==> src/hw/rtl/sparse_set_component_store_macros.svh <==
// ----------------------------------------------------------------------------
// Sparse set component store assertion macros
// Concurrent assertion shorthands clocked on clk and disabled during rst.
// ----------------------------------------------------------------------------
`ifndef SPARSE_SET_COMPONENT_STORE_MACROS_SVH
`define SPARSE_SET_COMPONENT_STORE_MACROS_SVH
`ifndef SYNTHESIS
// Condition that must hold at every clock edge.
`define SSC_ASSERT_ALWAYS(lbl, cond) \
  lbl: assert property (@(posedge clk) disable iff (rst) (cond)) \
    else $error("sparse set store check failed");
// Same-cycle implication.
`define SSC_ASSERT_IMPL(lbl, ante, cons) \
  lbl: assert property (@(posedge clk) disable iff (rst) (ante) |-> (cons)) \
    else $error("sparse set store check failed");
// Next-cycle implication.
`define SSC_ASSERT_NEXT(lbl, ante, cons) \
  lbl: assert property (@(posedge clk) disable iff (rst) (ante) |=> (cons)) \
    else $error("sparse set store check failed");
`else
`define SSC_ASSERT_ALWAYS(lbl, cond)
`define SSC_ASSERT_IMPL(lbl, ante, cons)
`define SSC_ASSERT_NEXT(lbl, ante, cons)
`endif
`endif

==> src/hw/rtl/ssc_ram.sv <==
// ----------------------------------------------------------------------------
// ssc_ram
// Generic single-port-write, single-port-read synchronous RAM, registered read.
// ----------------------------------------------------------------------------
module ssc_ram #(
  parameter int WIDTH = 8,
  parameter int DEPTH = 256
) (
  input  logic                     clk,
  input  logic                     we,
  input  logic [$clog2(DEPTH)-1:0] waddr,
  input  logic [WIDTH-1:0]         wdata,
  input  logic                     re,
  input  logic [$clog2(DEPTH)-1:0] raddr,
  output logic [WIDTH-1:0]         rdata
);

  logic [WIDTH-1:0] mem [DEPTH];

  always_ff @(posedge clk) begin
    if (we) begin
      mem[waddr] <= wdata;
    end
  end

  always_ff @(posedge clk) begin
    if (re) begin
      rdata <= mem[raddr];
    end
  end

endmodule

==> config.mk <==
export PLATFORM = sky130hd
export DESIGN_NAME = ssc_ram
export DESIGN_NICKNAME = d
export VERILOG_FILES = /design/src/hw/rtl/sparse_set_component_store_macros.svh /design/src/hw/rtl/ssc_ram.sv
export SDC_FILE = /design/constraint.sdc
export NUM_CORES = 2
export LEC_CHECK = 0
export ABC_AREA = 1
export BUFFER_PORTS_ARGS = -buffer_cell sky130_fd_sc_hd__buf_4
export CAP_MARGIN = 0
export CORE_ASPECT_RATIO = 1.4
export CORE_UTILIZATION = 25
export CTS_CLUSTER_DIAMETER = 60
export DETAILED_ROUTE_END_ITERATION = 10
export PLACE_DENSITY = 0.45
export SYNTH_ARGS = -nofsm -noshare
export SYNTH_HDL_FRONTEND = slang
export SYNTH_SLANG_ARGS = --single-unit
==> constraint.sdc <==
create_clock -name clk -period 1.9 [get_ports clk]
set_input_delay 0.095 -clock clk [delete_from_list [all_inputs] [get_ports clk]]
set_output_delay 0.095 -clock clk [all_outputs]
set_load 0.05 [all_outputs]
==> results.py <==
metrics = {
    "run_status": {
        "outcome": "finished clean",
    },
    "floorplan": {
        "dieHeight_um": 686,
        "dieArea_mm2": 0.336,
        "num_rows": 250,
        "core-area_mm2": 0.332,
        "io_pins": 35,
        "initial_core_util_pct": 25.2,
        "dieWidth_um": 490,
    },
    "global_routing": {
        "antenna_found_initial": 10,
        "first_global_vias": 54900,
        "grt_pass1_wl_um": 394000,
        "grt_max_degree": 105,
        "grt_overflow": 0,
        "grt_usage_pct": 15.9,
    },
    "routing": {
        "vias": 55100,
        "first_pass_iters": 6,
        "viasPerCell": 4.58,
        "ant_nets": 0,
        "wl_per_cell_um": 22.6,
        "finalWirelength_um": 272000,
        "remaining_drc_errors": 0,
        "first_iter_violations": 4298,
    },
    "sta": {
        "tightest_slew_ns": 0.686,
        "slew_violations": 0,
        "finalSetupViolCount": 0,
        "fmax_mhz": 534,
        "hold_viol_final": 0,
        "maxSlewHeadroom_pct": 54.3,
        "fin_setup_tns_ns": 0,
        "finalClockSkew_ns": 0.0510,
        "layout_min_cycle_time_ns": 1.87,
        "period_share_pct": 98.6,
    },
    "critical_path": {
        "endpoint_kind": "flip-flop",
        "cp.arrival_ns": 2.50,
        "cp_max_fo": 1,
        "setup.worst_path.start": "mem[217][5]",
        "critical_path_class": "reg2reg",
        "r2r-start": "mem[217][5]",
        "r2r_setup_slack_ns": 0.03,
        "startpoint_type": "flip-flop",
        "worstPathRequired_ns": 2.52,
    },
    "clock_tree": {
        "cts_max_level": 4,
        "cts_tree": "done",
        "cts_buffers": 205,
        "insertion_delay_ns": 0.87,
        "clockBufferDepth": 4,
        "root_buffer": "clkbuf_16",
        "numClockSinks": 2056,
        "clk_pin_slew_worst_paths_ns": 0.06,
    },
    "power": {
        "p_comb_share_pct": 7.2,
        "clockPowerShare_pct": 41.0,
        "p_sw_w": 0.0224,
        "internal_power_w": 0.0743,
        "power.total_w": 0.0967,
        "max-vdd-ir-drop_mv": 0.730,
        "seqPwrFrac_pct": 51.7,
        "swShare_pct": 23.1,
        "leakage_nw": 35.2,
        "powerDensity_mw_per_mm2": 960,
    },
    "layout": {
        "multi_input_area_mm2": 0.0196,
        "synthToLayoutAreaGrowth_pct": 20.7,
        "final_common_cell": "nand2_1",
        "fin_cells": 12000,
        "final_cell_mix": "nand2_1, edfxtp_1, nand3_1",
        "fillers": 33700,
        "seq_area_mm2": 0.0617,
        "final_net_count": 7476,
        "drive_above_1_share_pct": 14.2,
    },
    "synth": {
        "ys_ff_latch": 2056,
        "yosysWarnings": 0,
        "syn_avg_cell_area_um2": 11.9,
        "syn_inst": 7003,
        "synth_seq_area_share_pct": 74.0,
        "netlist-cell-type-count": 13,
        "syn_nets": 7030,
        "synth_area_mm2": 0.0835,
    },
    "hold_path": {
        "hold_class": "in2reg",
        "hp-start": "waddr[7]",
    },
    "job": {
        "drv_cap": 0,
    },
    "placed_design": {
        "dpl.hpwl_um": 175000,
        "gp_congestion": 0.838,
        "port_buffers": 34,
        "dp.cells": 11600,
    },
}
flip-flops by register name, indices dropped and copies added, names as in the netlist:
| signal | cells |
|---|---|
| mem | 2048 |
| rdata | 8 |
synth_stat cells:
cell type | count | area (um^2)
inv_2 | 2 | 7.51
clkbuf_1 | 112 | 420
buf_8 | 1 | 15.0
inv_4 | 1 | 6.26
buf_2 | 268 | 1340
nor2_1 | 283 | 1060
nand3_1 | 2019 | 10100
edfxtp_1 | 2056 | 61700
buf_4 | 46 | 345
inv_1 | 36 | 135
buf_1 | 40 | 150
nand2_1 | 2123 | 7970
buf_6 | 16 | 180
power by group through the flow:
stage | clock network [W] | registers, W | logic, W
2_1_floorplan | 0 | 0.0511 | 0.00309
6_report | 0.0397 | 0.0500 | 0.00699
4_1_cts | 0.0406 | 0.0500 | 0.00707
3_5_place_dp | 0 | 0.0510 | 0.00697
3_3_place_gp | 0 | 0.0510 | 0.00697
5_1_grt | 0.0421 | 0.0500 | 0.00752
through the flow:
step / setup slack, ns / cell area (um^2) / hold WS, ns / utilization (%)
after CTS: 0.000715 / 101000 / 0.00426 / 30.3
final: 0.0263 / 101000 / 0.0734 / 30.4
after detailed placement: -0.954 / 93800 / 0.377 / 28.3
after global placement: -0.940 / 93800 / 0.385 / 28.3
after floorplan: 0.314 / 83500 / 0.194 / -
after global routing: -0.00295 / 101000 / 0.0907 / 30.4
layout make-up:
type | instances | share of cell area (%)
flip-flops and latches | 2056 | 61.3
diodes | 2 | 0.00497
multi-input cells | 4425 | 19.5
clock inverters | 112 | 0.941
clock buffers | 253 | 5.38
inverters | 39 | 0.179
repair buffers | 722 | 7.26
well taps | 4410 | 5.48
worst paths after layout:
kind                              endpoint  cells past startpoint
worst min register to register    rdata[1]                     10
worst max register to register    rdata[5]                     10
worst min-delay path            mem[10][2]                      6
worst max-delay path              rdata[5]                     10
worst max-delay path: stages, from the launching register on:
cell      delay (ns)
edfxtp_1        0.36
nand2_1         0.07
nand3_1         0.09
nand3_1         0.16
nand3_1         0.17
nand3_2         0.16
nand3_2         0.14
nand3_2         0.16
nand2_1         0.09
nand2_2         0.17
nand2_1         0.08
kinds of logic after synthesis:
logic type             count (synthesis)  share of synthesized area (%)
buffers and inverters                522                           3.12
DFF                                 2056                           74.0
and+or+nand+nor                     4425                           22.9
timing repair:
| item | CTS | global route |
|---|---|---|
| hold endpoints to repair | 1900 | 0 |
| pin swaps | 1 | 4 |
| gates resized for setup | 52 | 41 |
| hold buffers | 14 | 0 |
| buffers inserted | 0 | 0 |
| endpoints found under the setup margin | 8 | 8 |
metal layers:
layer,up-vias,GRT usage [%],wire length [um]
li1,25700,-,-
met1,27600,19.2,110000
met2,1319,28.7,141000
met3,398,1.76,11400
met4,8,5.83,10300
met5,-,0,55
(Power assumes the default switching activity.)
