File: config.mk
export PLATFORM = sky130hd
export DESIGN_NAME = ssc_ctrl
export DESIGN_NICKNAME = d
export VERILOG_FILES = /design/src/hw/rtl/ssc_pkg.sv /design/src/hw/rtl/ssc_ctrl.sv
export VERILOG_INCLUDE_DIRS = /design/src /design/src/hw/rtl
export SDC_FILE = /design/constraint.sdc
export NUM_CORES = 1
export LEC_CHECK = 0
export ABC_AREA = 1
export BUFFER_PORTS_ARGS = -buffer_cell sky130_fd_sc_hd__buf_2
export CORE_MARGIN = 2
export CORE_UTILIZATION = 28
export CTS_BUF_LIST = sky130_fd_sc_hd__clkbuf_2 sky130_fd_sc_hd__clkbuf_4 sky130_fd_sc_hd__clkbuf_8
export DETAILED_ROUTE_END_ITERATION = 12
export PLACE_DENSITY = 0.5
export SYNTH_ARGS = -nofsm -noshare
export SYNTH_HDL_FRONTEND = slang
export SYNTH_SLANG_ARGS = --single-unit
File: constraint.sdc
create_clock -name clk -period 5 [get_ports clk]
set_input_delay 0.5 -clock clk [delete_from_list [all_inputs] [get_ports clk]]
set_output_delay 0.5 -clock clk [all_outputs]
set_load 0.1 [all_outputs]
File: src/hw/rtl/sparse_set_component_store_macros.svh
// ----------------------------------------------------------------------------
// Sparse set component store assertion macros
// Concurrent assertion shorthands clocked on clk and disabled during rst.
// ----------------------------------------------------------------------------
`ifndef SPARSE_SET_COMPONENT_STORE_MACROS_SVH
`define SPARSE_SET_COMPONENT_STORE_MACROS_SVH
`ifndef SYNTHESIS
// Condition that must hold at every clock edge.
`define SSC_ASSERT_ALWAYS(lbl, cond) \
  lbl: assert property (@(posedge clk) disable iff (rst) (cond)) \
    else $error("sparse set store check failed");
// Same-cycle implication.
`define SSC_ASSERT_IMPL(lbl, ante, cons) \
  lbl: assert property (@(posedge clk) disable iff (rst) (ante) |-> (cons)) \
    else $error("sparse set store check failed");
// Next-cycle implication.
`define SSC_ASSERT_NEXT(lbl, ante, cons) \
  lbl: assert property (@(posedge clk) disable iff (rst) (ante) |=> (cons)) \
    else $error("sparse set store check failed");
`else
`define SSC_ASSERT_ALWAYS(lbl, cond)
`define SSC_ASSERT_IMPL(lbl, ante, cons)
`define SSC_ASSERT_NEXT(lbl, ante, cons)
`endif
`endif

File: src/hw/rtl/ssc_pkg.sv
// ----------------------------------------------------------------------------
// ssc_pkg
// Types, codes and sizes shared by the sparse set component store.
// ----------------------------------------------------------------------------
package ssc_pkg;

  localparam int ENTITY_COUNT  = 256;
  localparam int PAYLOAD_WIDTH = 32;
  localparam int ENT_W         = 8;
  localparam int SLOT_W        = $clog2(ENTITY_COUNT);
  localparam int CNT_W         = $clog2(ENTITY_COUNT + 1);

  localparam logic [1:0] FUNC_INSERT = 2'd0;
  localparam logic [1:0] FUNC_REMOVE = 2'd1;
  localparam logic [1:0] FUNC_GET    = 2'd2;

  typedef enum logic [1:0] {
    STAT_OK      = 2'd0,
    STAT_PRESENT = 2'd1,
    STAT_ABSENT  = 2'd2
  } status_t;

  typedef struct packed {
    logic [1:0]               func;
    logic [ENT_W-1:0]         entity;
    logic [PAYLOAD_WIDTH-1:0] payload;
  } in_item_t;

  typedef struct packed {
    status_t                  status;
    logic [7:0]               slot;
    logic [PAYLOAD_WIDTH-1:0] payload_out;
    logic [CNT_W-1:0]         occupied;
  } out_item_t;

  // Requests from the controller to the three stores.
  typedef struct packed {
    logic                     esm_re;
    logic [ENT_W-1:0]         esm_raddr;
    logic                     esm_we;
    logic [ENT_W-1:0]         esm_waddr;
    logic [SLOT_W-1:0]        esm_wdata;
    logic                     sem_re;
    logic [SLOT_W-1:0]        sem_raddr;
    logic                     sem_we;
    logic [SLOT_W-1:0]        sem_waddr;
    logic [ENT_W-1:0]         sem_wdata;
    logic                     pst_re;
    logic [SLOT_W-1:0]        pst_raddr_idx;
    logic [SLOT_W-1:0]        pst_raddr_last;
    logic                     pst_we;
    logic [SLOT_W-1:0]        pst_waddr;
    logic [PAYLOAD_WIDTH-1:0] pst_wdata;
  } mem_cmd_t;

  typedef struct packed {
    logic [SLOT_W-1:0]        esm_rdata;
    logic [ENT_W-1:0]         sem_rdata;
    logic [PAYLOAD_WIDTH-1:0] pst_idx_rdata;
    logic [PAYLOAD_WIDTH-1:0] pst_last_rdata;
  } mem_rsp_t;

endpackage

File: src/hw/rtl/ssc_ctrl.sv
// ----------------------------------------------------------------------------
// ssc_ctrl
// Operation sequencer: looks up the entity, reads the slot-side stores,
// then writes back and forms the result.
// ----------------------------------------------------------------------------
`include "sparse_set_component_store_macros.svh"

module ssc_ctrl import ssc_pkg::*; (
  input  logic      clk,
  input  logic      rst,
  input  logic      req_valid,
  output logic      req_ready,
  input  in_item_t  req,
  input  logic      res_free,
  output logic      done,
  output out_item_t result,
  output mem_cmd_t  cmd,
  input  mem_rsp_t  mem_rsp
);

  typedef enum logic [2:0] {
    S_IDLE = 3'b001,
    S_LOOK = 3'b010,
    S_DONE = 3'b100
  } state_t;

  state_t                   state;
  state_t                   state_next;
  logic [1:0]               func_r;
  logic [ENT_W-1:0]         ent_r;
  logic [PAYLOAD_WIDTH-1:0] word_r;
  logic                     present_r;
  logic [SLOT_W-1:0]        idx_r;
  logic [CNT_W-1:0]         count;
  logic [CNT_W-1:0]         count_next;
  logic [ENTITY_COUNT-1:0]  mapped;
  logic                     fwd_vld;
  logic [ENT_W-1:0]         fwd_addr;
  logic [SLOT_W-1:0]        fwd_data;

  logic                     accept;
  logic                     finish;
  logic [SLOT_W-1:0]        slot_raw;
  logic                     look_present;
  logic [SLOT_W-1:0]        look_idx;
  logic                     set_map;
  logic                     clr_map;
  logic                     wr_ins;
  logic                     wr_rem;

  assign finish    = (state == S_DONE) && res_free;
  assign req_ready = (state == S_IDLE) || finish;
  assign accept    = req_valid && req_ready;
  assign done      = finish;

  // The entity map write of a finishing operation lands on the same edge as
  // the next lookup read, so that read is patched from the forward register.
  assign slot_raw     = (fwd_vld && (fwd_addr == ent_r)) ? fwd_data : mem_rsp.esm_rdata;
  assign look_present = mapped[ent_r];
  assign look_idx     = look_present ? slot_raw : '0;

  always_comb begin
    state_next = state;
    unique case (state)
      S_IDLE: begin
        if (accept) state_next = S_LOOK;
      end
      S_LOOK: begin
        state_next = S_DONE;
      end
      S_DONE: begin
        if (finish) state_next = accept ? S_LOOK : S_IDLE;
      end
      default: state_next = S_IDLE;
    endcase
  end

  always_comb begin
    result             = '0;
    result.status      = STAT_OK;
    count_next         = count;
    set_map            = 1'b0;
    clr_map            = 1'b0;
    wr_ins             = 1'b0;
    wr_rem             = 1'b0;
    unique case (func_r)
      FUNC_INSERT: begin
        if (present_r) begin
          result.status      = STAT_PRESENT;
          result.slot        = idx_r;
          result.payload_out = mem_rsp.pst_idx_rdata;
        end else if (count == CNT_W'(ENTITY_COUNT)) begin
          result.status = STAT_PRESENT;
        end else begin
          result.slot        = count[SLOT_W-1:0];
          result.payload_out = word_r;
          count_next         = count + 1'b1;
          set_map            = 1'b1;
          wr_ins             = 1'b1;
        end
      end
      FUNC_REMOVE: begin
        if (!present_r) begin
          result.status = STAT_ABSENT;
        end else begin
          result.slot        = idx_r;
          result.payload_out = mem_rsp.pst_idx_rdata;
          count_next         = count - 1'b1;
          clr_map            = 1'b1;
          wr_rem             = 1'b1;
        end
      end
      default: begin
        if (!present_r) begin
          result.status = STAT_ABSENT;
        end else begin
          result.slot        = idx_r;
          result.payload_out = mem_rsp.pst_idx_rdata;
        end
      end
    endcase
    result.occupied = count_next;
  end

  always_comb begin
    cmd                = '0;
    cmd.esm_re         = accept;
    cmd.esm_raddr      = req.entity;
    cmd.sem_re         = (state == S_LOOK);
    cmd.sem_raddr      = SLOT_W'(count - 1'b1);
    cmd.pst_re         = (state == S_LOOK);
    cmd.pst_raddr_idx  = look_idx;
    cmd.pst_raddr_last = SLOT_W'(count - 1'b1);
    if (finish && wr_ins) begin
      cmd.esm_we    = 1'b1;
      cmd.esm_waddr = ent_r;
      cmd.esm_wdata = count[SLOT_W-1:0];
      cmd.sem_we    = 1'b1;
      cmd.sem_waddr = count[SLOT_W-1:0];
      cmd.sem_wdata = ent_r;
      cmd.pst_we    = 1'b1;
      cmd.pst_waddr = count[SLOT_W-1:0];
      cmd.pst_wdata = word_r;
    end else if (finish && wr_rem) begin
      // Swap the last slot into the hole left by the removed entity.
      cmd.esm_we    = 1'b1;
      cmd.esm_waddr = mem_rsp.sem_rdata;
      cmd.esm_wdata = idx_r;
      cmd.sem_we    = 1'b1;
      cmd.sem_waddr = idx_r;
      cmd.sem_wdata = mem_rsp.sem_rdata;
      cmd.pst_we    = 1'b1;
      cmd.pst_waddr = idx_r;
      cmd.pst_wdata = mem_rsp.pst_last_rdata;
    end
  end

  always_ff @(posedge clk) begin
    if (rst) begin
      state   <= S_IDLE;
      count   <= '0;
      mapped  <= '0;
      fwd_vld <= 1'b0;
    end else begin
      state   <= state_next;
      fwd_vld <= cmd.esm_we;
      if (finish) begin
        count <= count_next;
        if (set_map) mapped[ent_r] <= 1'b1;
        if (clr_map) mapped[ent_r] <= 1'b0;
      end
    end
  end

  always_ff @(posedge clk) begin
    fwd_addr <= cmd.esm_waddr;
    fwd_data <= cmd.esm_wdata;
    if (accept) begin
      func_r <= req.func;
      ent_r  <= req.entity;
      word_r <= req.payload;
    end
    if (state == S_LOOK) begin
      present_r <= look_present;
      idx_r     <= look_idx;
    end
  end

  `SSC_ASSERT_ALWAYS(a_count_matches_map, $countones(mapped) == 32'(count))
  `SSC_ASSERT_IMPL(a_slot_below_count, (state == S_LOOK) && look_present, {1'b0, slot_raw} < count)
  `SSC_ASSERT_NEXT(a_remove_unmaps, finish && clr_map, !mapped[$past(ent_r)])
  `SSC_ASSERT_NEXT(a_insert_counts, finish && set_map, count == $past(count) + 1'b1)

endmodule

==> flow_summary.toml <==
[run_status]
status = "completed"

[die]
num_io_pins = 289
num_rows = 92
start_util_pct = 28.4
fp.dieW_um = 257
coreArea_mm2 = 0.0632
die_h_um = 257
die_area_mm2 = 0.0661

[route]
drt_iter0_drc = 1338
drcViolationCount = 0
ant_nets = 0
viasPerCell = 5.04
num_vias = 16700
wl_per_cell_um = 20.6
wl_mm = 68.1
firstDrtPassIters = 5

[timing]
fin_ws_ns = 0.414
max_slew.worst_pin.slew_ns = 1.19
rsz0062_at_grt = "false"
final_max_slew_viol_count = 0
max_freq_mhz = 218
relSlewSlack_pct = 20.3
finClkSkew_ns = 0.0416
hold_ws_ns = 0.0492
finalSetupViolCount = 0
hold_viol = 0
period_needed_ns = 4.59
final.period_utilization_pct = 91.7

[global_routing]
track_usage_pct = 20.0
grt_use_met3_pct = 3.01
grt_max_degree = 104
grt_most_used_layer = "met2"
grt_pass1_vias = 16200
grt_pass1_wl_mm = 102
grt_util_met2_pct = 33.6
use_met1_pct = 25.2
grt.overflow.total = 0
grt_antenna_before_repair = 3

[cts]
cts_inserted_buffers = 60
root_buffer = "clkbuf_8"
cts.sinks = 336
postCtsSetupBuffers = 0
cts_tree = "built"
cts_buffer_depth = 3
h-tree-depth = 2
clkTransAtPathRegs_ns = 0.06
clk_latency_ns = 0.68

[cells_and_area]
design_area_mm2 = 0.0211
syn_to_final_growth_pct = 17.5
final_cells = 3306
drive_gt1_share_pct = 29.5
fin_nets = 2543
fillers = 6662

[logic_synthesis]
yosysMostFrequentCell = "nand2_1"
synth-seq-area-share_pct = 40.3
yosys_register_bits = 336
netlist.area_leader.share_pct = 31.8
ys_top_cells_by_area = "dfxtp_1 (32%), nand2_1 (15%), a211oi_2 (9.8%), edfxtp_1 (8.5%), a21oi_1 (6.2%)"
synth_area_mm2 = 0.0179
synth_commonest_cells = "nand2_1 (698), dfxtp_1 (285), a21oi_1 (224)"
synth.distinct_cells = 43
ys.flop_type = "dfxtp_1"
yosys.area.top_type = "dfxtp_1"
synth_edf_count = 51
ys_warn_count = 0
synthCells = 2224
async_reset_ff_share_pct = 0
avgSynthCellArea_um2 = 8.07
syn_nets = 2354

[power]
power_density_mw_per_mm2 = 297
power_mw = 6.27
sw_frac_of_total_pct = 30.1
switchingPower_mw = 1.88
power.share.combinational_pct = 12.0
ir_drop_mv = 0.231
pwr-share-clk_pct = 43.2
power.share.sequential_pct = 44.8
power.leakage_nw = 8.82
p_int_mw = 4.39

[worst_setup_path]
crit_fanout = 40
reg2reg_from = "ent_r[1]$_DFFE_PP_"
cp-start-kind = "flop"
cp.arrival_ns = 4.09
cp-end-kind = "output pin"
startpoint = "ent_r[1]$_DFFE_PP_"
worstPathRequired_ns = 4.50
crit_type = "flop to output pin"

[placement]
hpwl_mm = 46.9
io_buffer_count = 288
dp_slack_ns = 1.16
finalWeightedCongestion = 0.932
placed_cells = 3160
place_area_mm2 = 0.0195

[min_path]
hold_class = "input pin to flop"
hp-start = "req[9]"

[run]
max_cap_violations = 0
[stage by stage]
step | util [%] | TNS, ns
floorplan | - | -0.593
global placement | 30.8 | 0
detailed placement | 30.8 | 0
CTS | 33.4 | 0
global route | 33.4 | 0
finish | 33.4 | 0
[state kept, by name (all words and copies together), names as in the netlist]
register   cells
mapped       256
ent_r          8
idx_r          8
state          3
present_r      1
word_r        32
fwd_data       8
fwd_addr       8
func_r         2
fwd_vld        1
count          9
[critical path: stages, from the launching register on]
cell and delay (ns):
edfxtp_1 0.39, buf_4 0.50, nand2_2 0.20, inv_2 0.61, nand2_1 0.11, nand3_1 0.12
nand2_1 0.06, nand2_1 0.12, nor2_1 0.06, nor2_1 0.08, nor2_1 0.05, nand2_1 0.08
nand2_1 0.05, nand2_1 0.16, nor2_4 0.13, nor2_1 0.18, buf_2 0.46
[per-layer routing]
layer	vias to the layer above	routed length (µm)
met3	125	3760
li1	7920	-
met1	7963	29100
met5	-	12
met2	656	32200
met4	2	3080
[layout make-up]
cell class	instances	area, µm²	area share [%]
timing repair buffer	349	2030	9.61
multi-input combinational	1571	9170	43.5
inverter	95	359	1.70
clock inverter	17	119	0.564
sequential	336	7240	34.3
clock buffer	91	1110	5.29
antenna	1	2.50	0.0119
tap	846	1060	5.02
[power groups by stage]
stage,clock (mW),sequential [mW],combinational [mW]
floorplan,0,2.86,0.514
global placement,0,2.87,0.733
detailed placement,0,2.87,0.734
CTS,2.76,2.81,0.757
global route,2.88,2.81,0.787
finish,2.71,2.81,0.754
[cell usage in the layout (no fill, tap or decap), types with 3 or more instances in the layout]
master,instances
dlygate4sd3_1,37
clkinv_2,11
nand4_1,6
buf_4,22
nor2_4,21
clkbuf_4,22
nand2_2,5
a22o_1,19
nor2_8,16
a22oi_1,8
a211oi_1,119
buf_2,287
o21ai_0,52
inv_2,21
nor2_2,29
a21oi_1,224
nand2_1,698
clkinv_1,3
a21oi_2,70
a211oi_2,140
inv_1,73
xor2_1,9
clkbuf_8,69
edfxtp_1,51
o22ai_1,9
ha_1,4
nor3_1,4
nor2_1,77
nand3_1,42
o21ai_1,4
dfxtp_1,285
[cells by family (layout without fill, tap and decap cells)]
kind of cell | count (synthesis) | after routing | synth area share, %
xor gates and xnor gates | 10 | 10 | 0.488
DFF | 336 | 336 | 40.3
other | 0 | 1 | 0
buffers and inverters | 317 | 552 | 9.09
and+or+nand+nor | 904 | 904 | 21.9
adders and majority gates | 4 | 4 | 0.279
AOI/OAI and AO/OA | 653 | 653 | 27.9
[worst paths after layout]
| path | to | slack [ns] | depth (start not counted) |
|---|---|---|---|
| setup / recovery | cmd[52] | 0.41 | 16 |
| hold / removal | word_r[9]$_DFFE_PP_ | 0.05 | 1 |
| setup reg to reg | mapped[242]$_SDFFE_PP0N_ | 1.64 | 7 |
| hold reg to reg | mapped[231]$_SDFFE_PP0N_ | 0.51 | 2 |
[what timing repair did]
action                                 in CTS  in global routing
hold buffers                               37                  0
endpoints found under the hold margin      37                  0
resized for setup                           0                  0
Note: power is estimated with default switching activity, not from simulation.
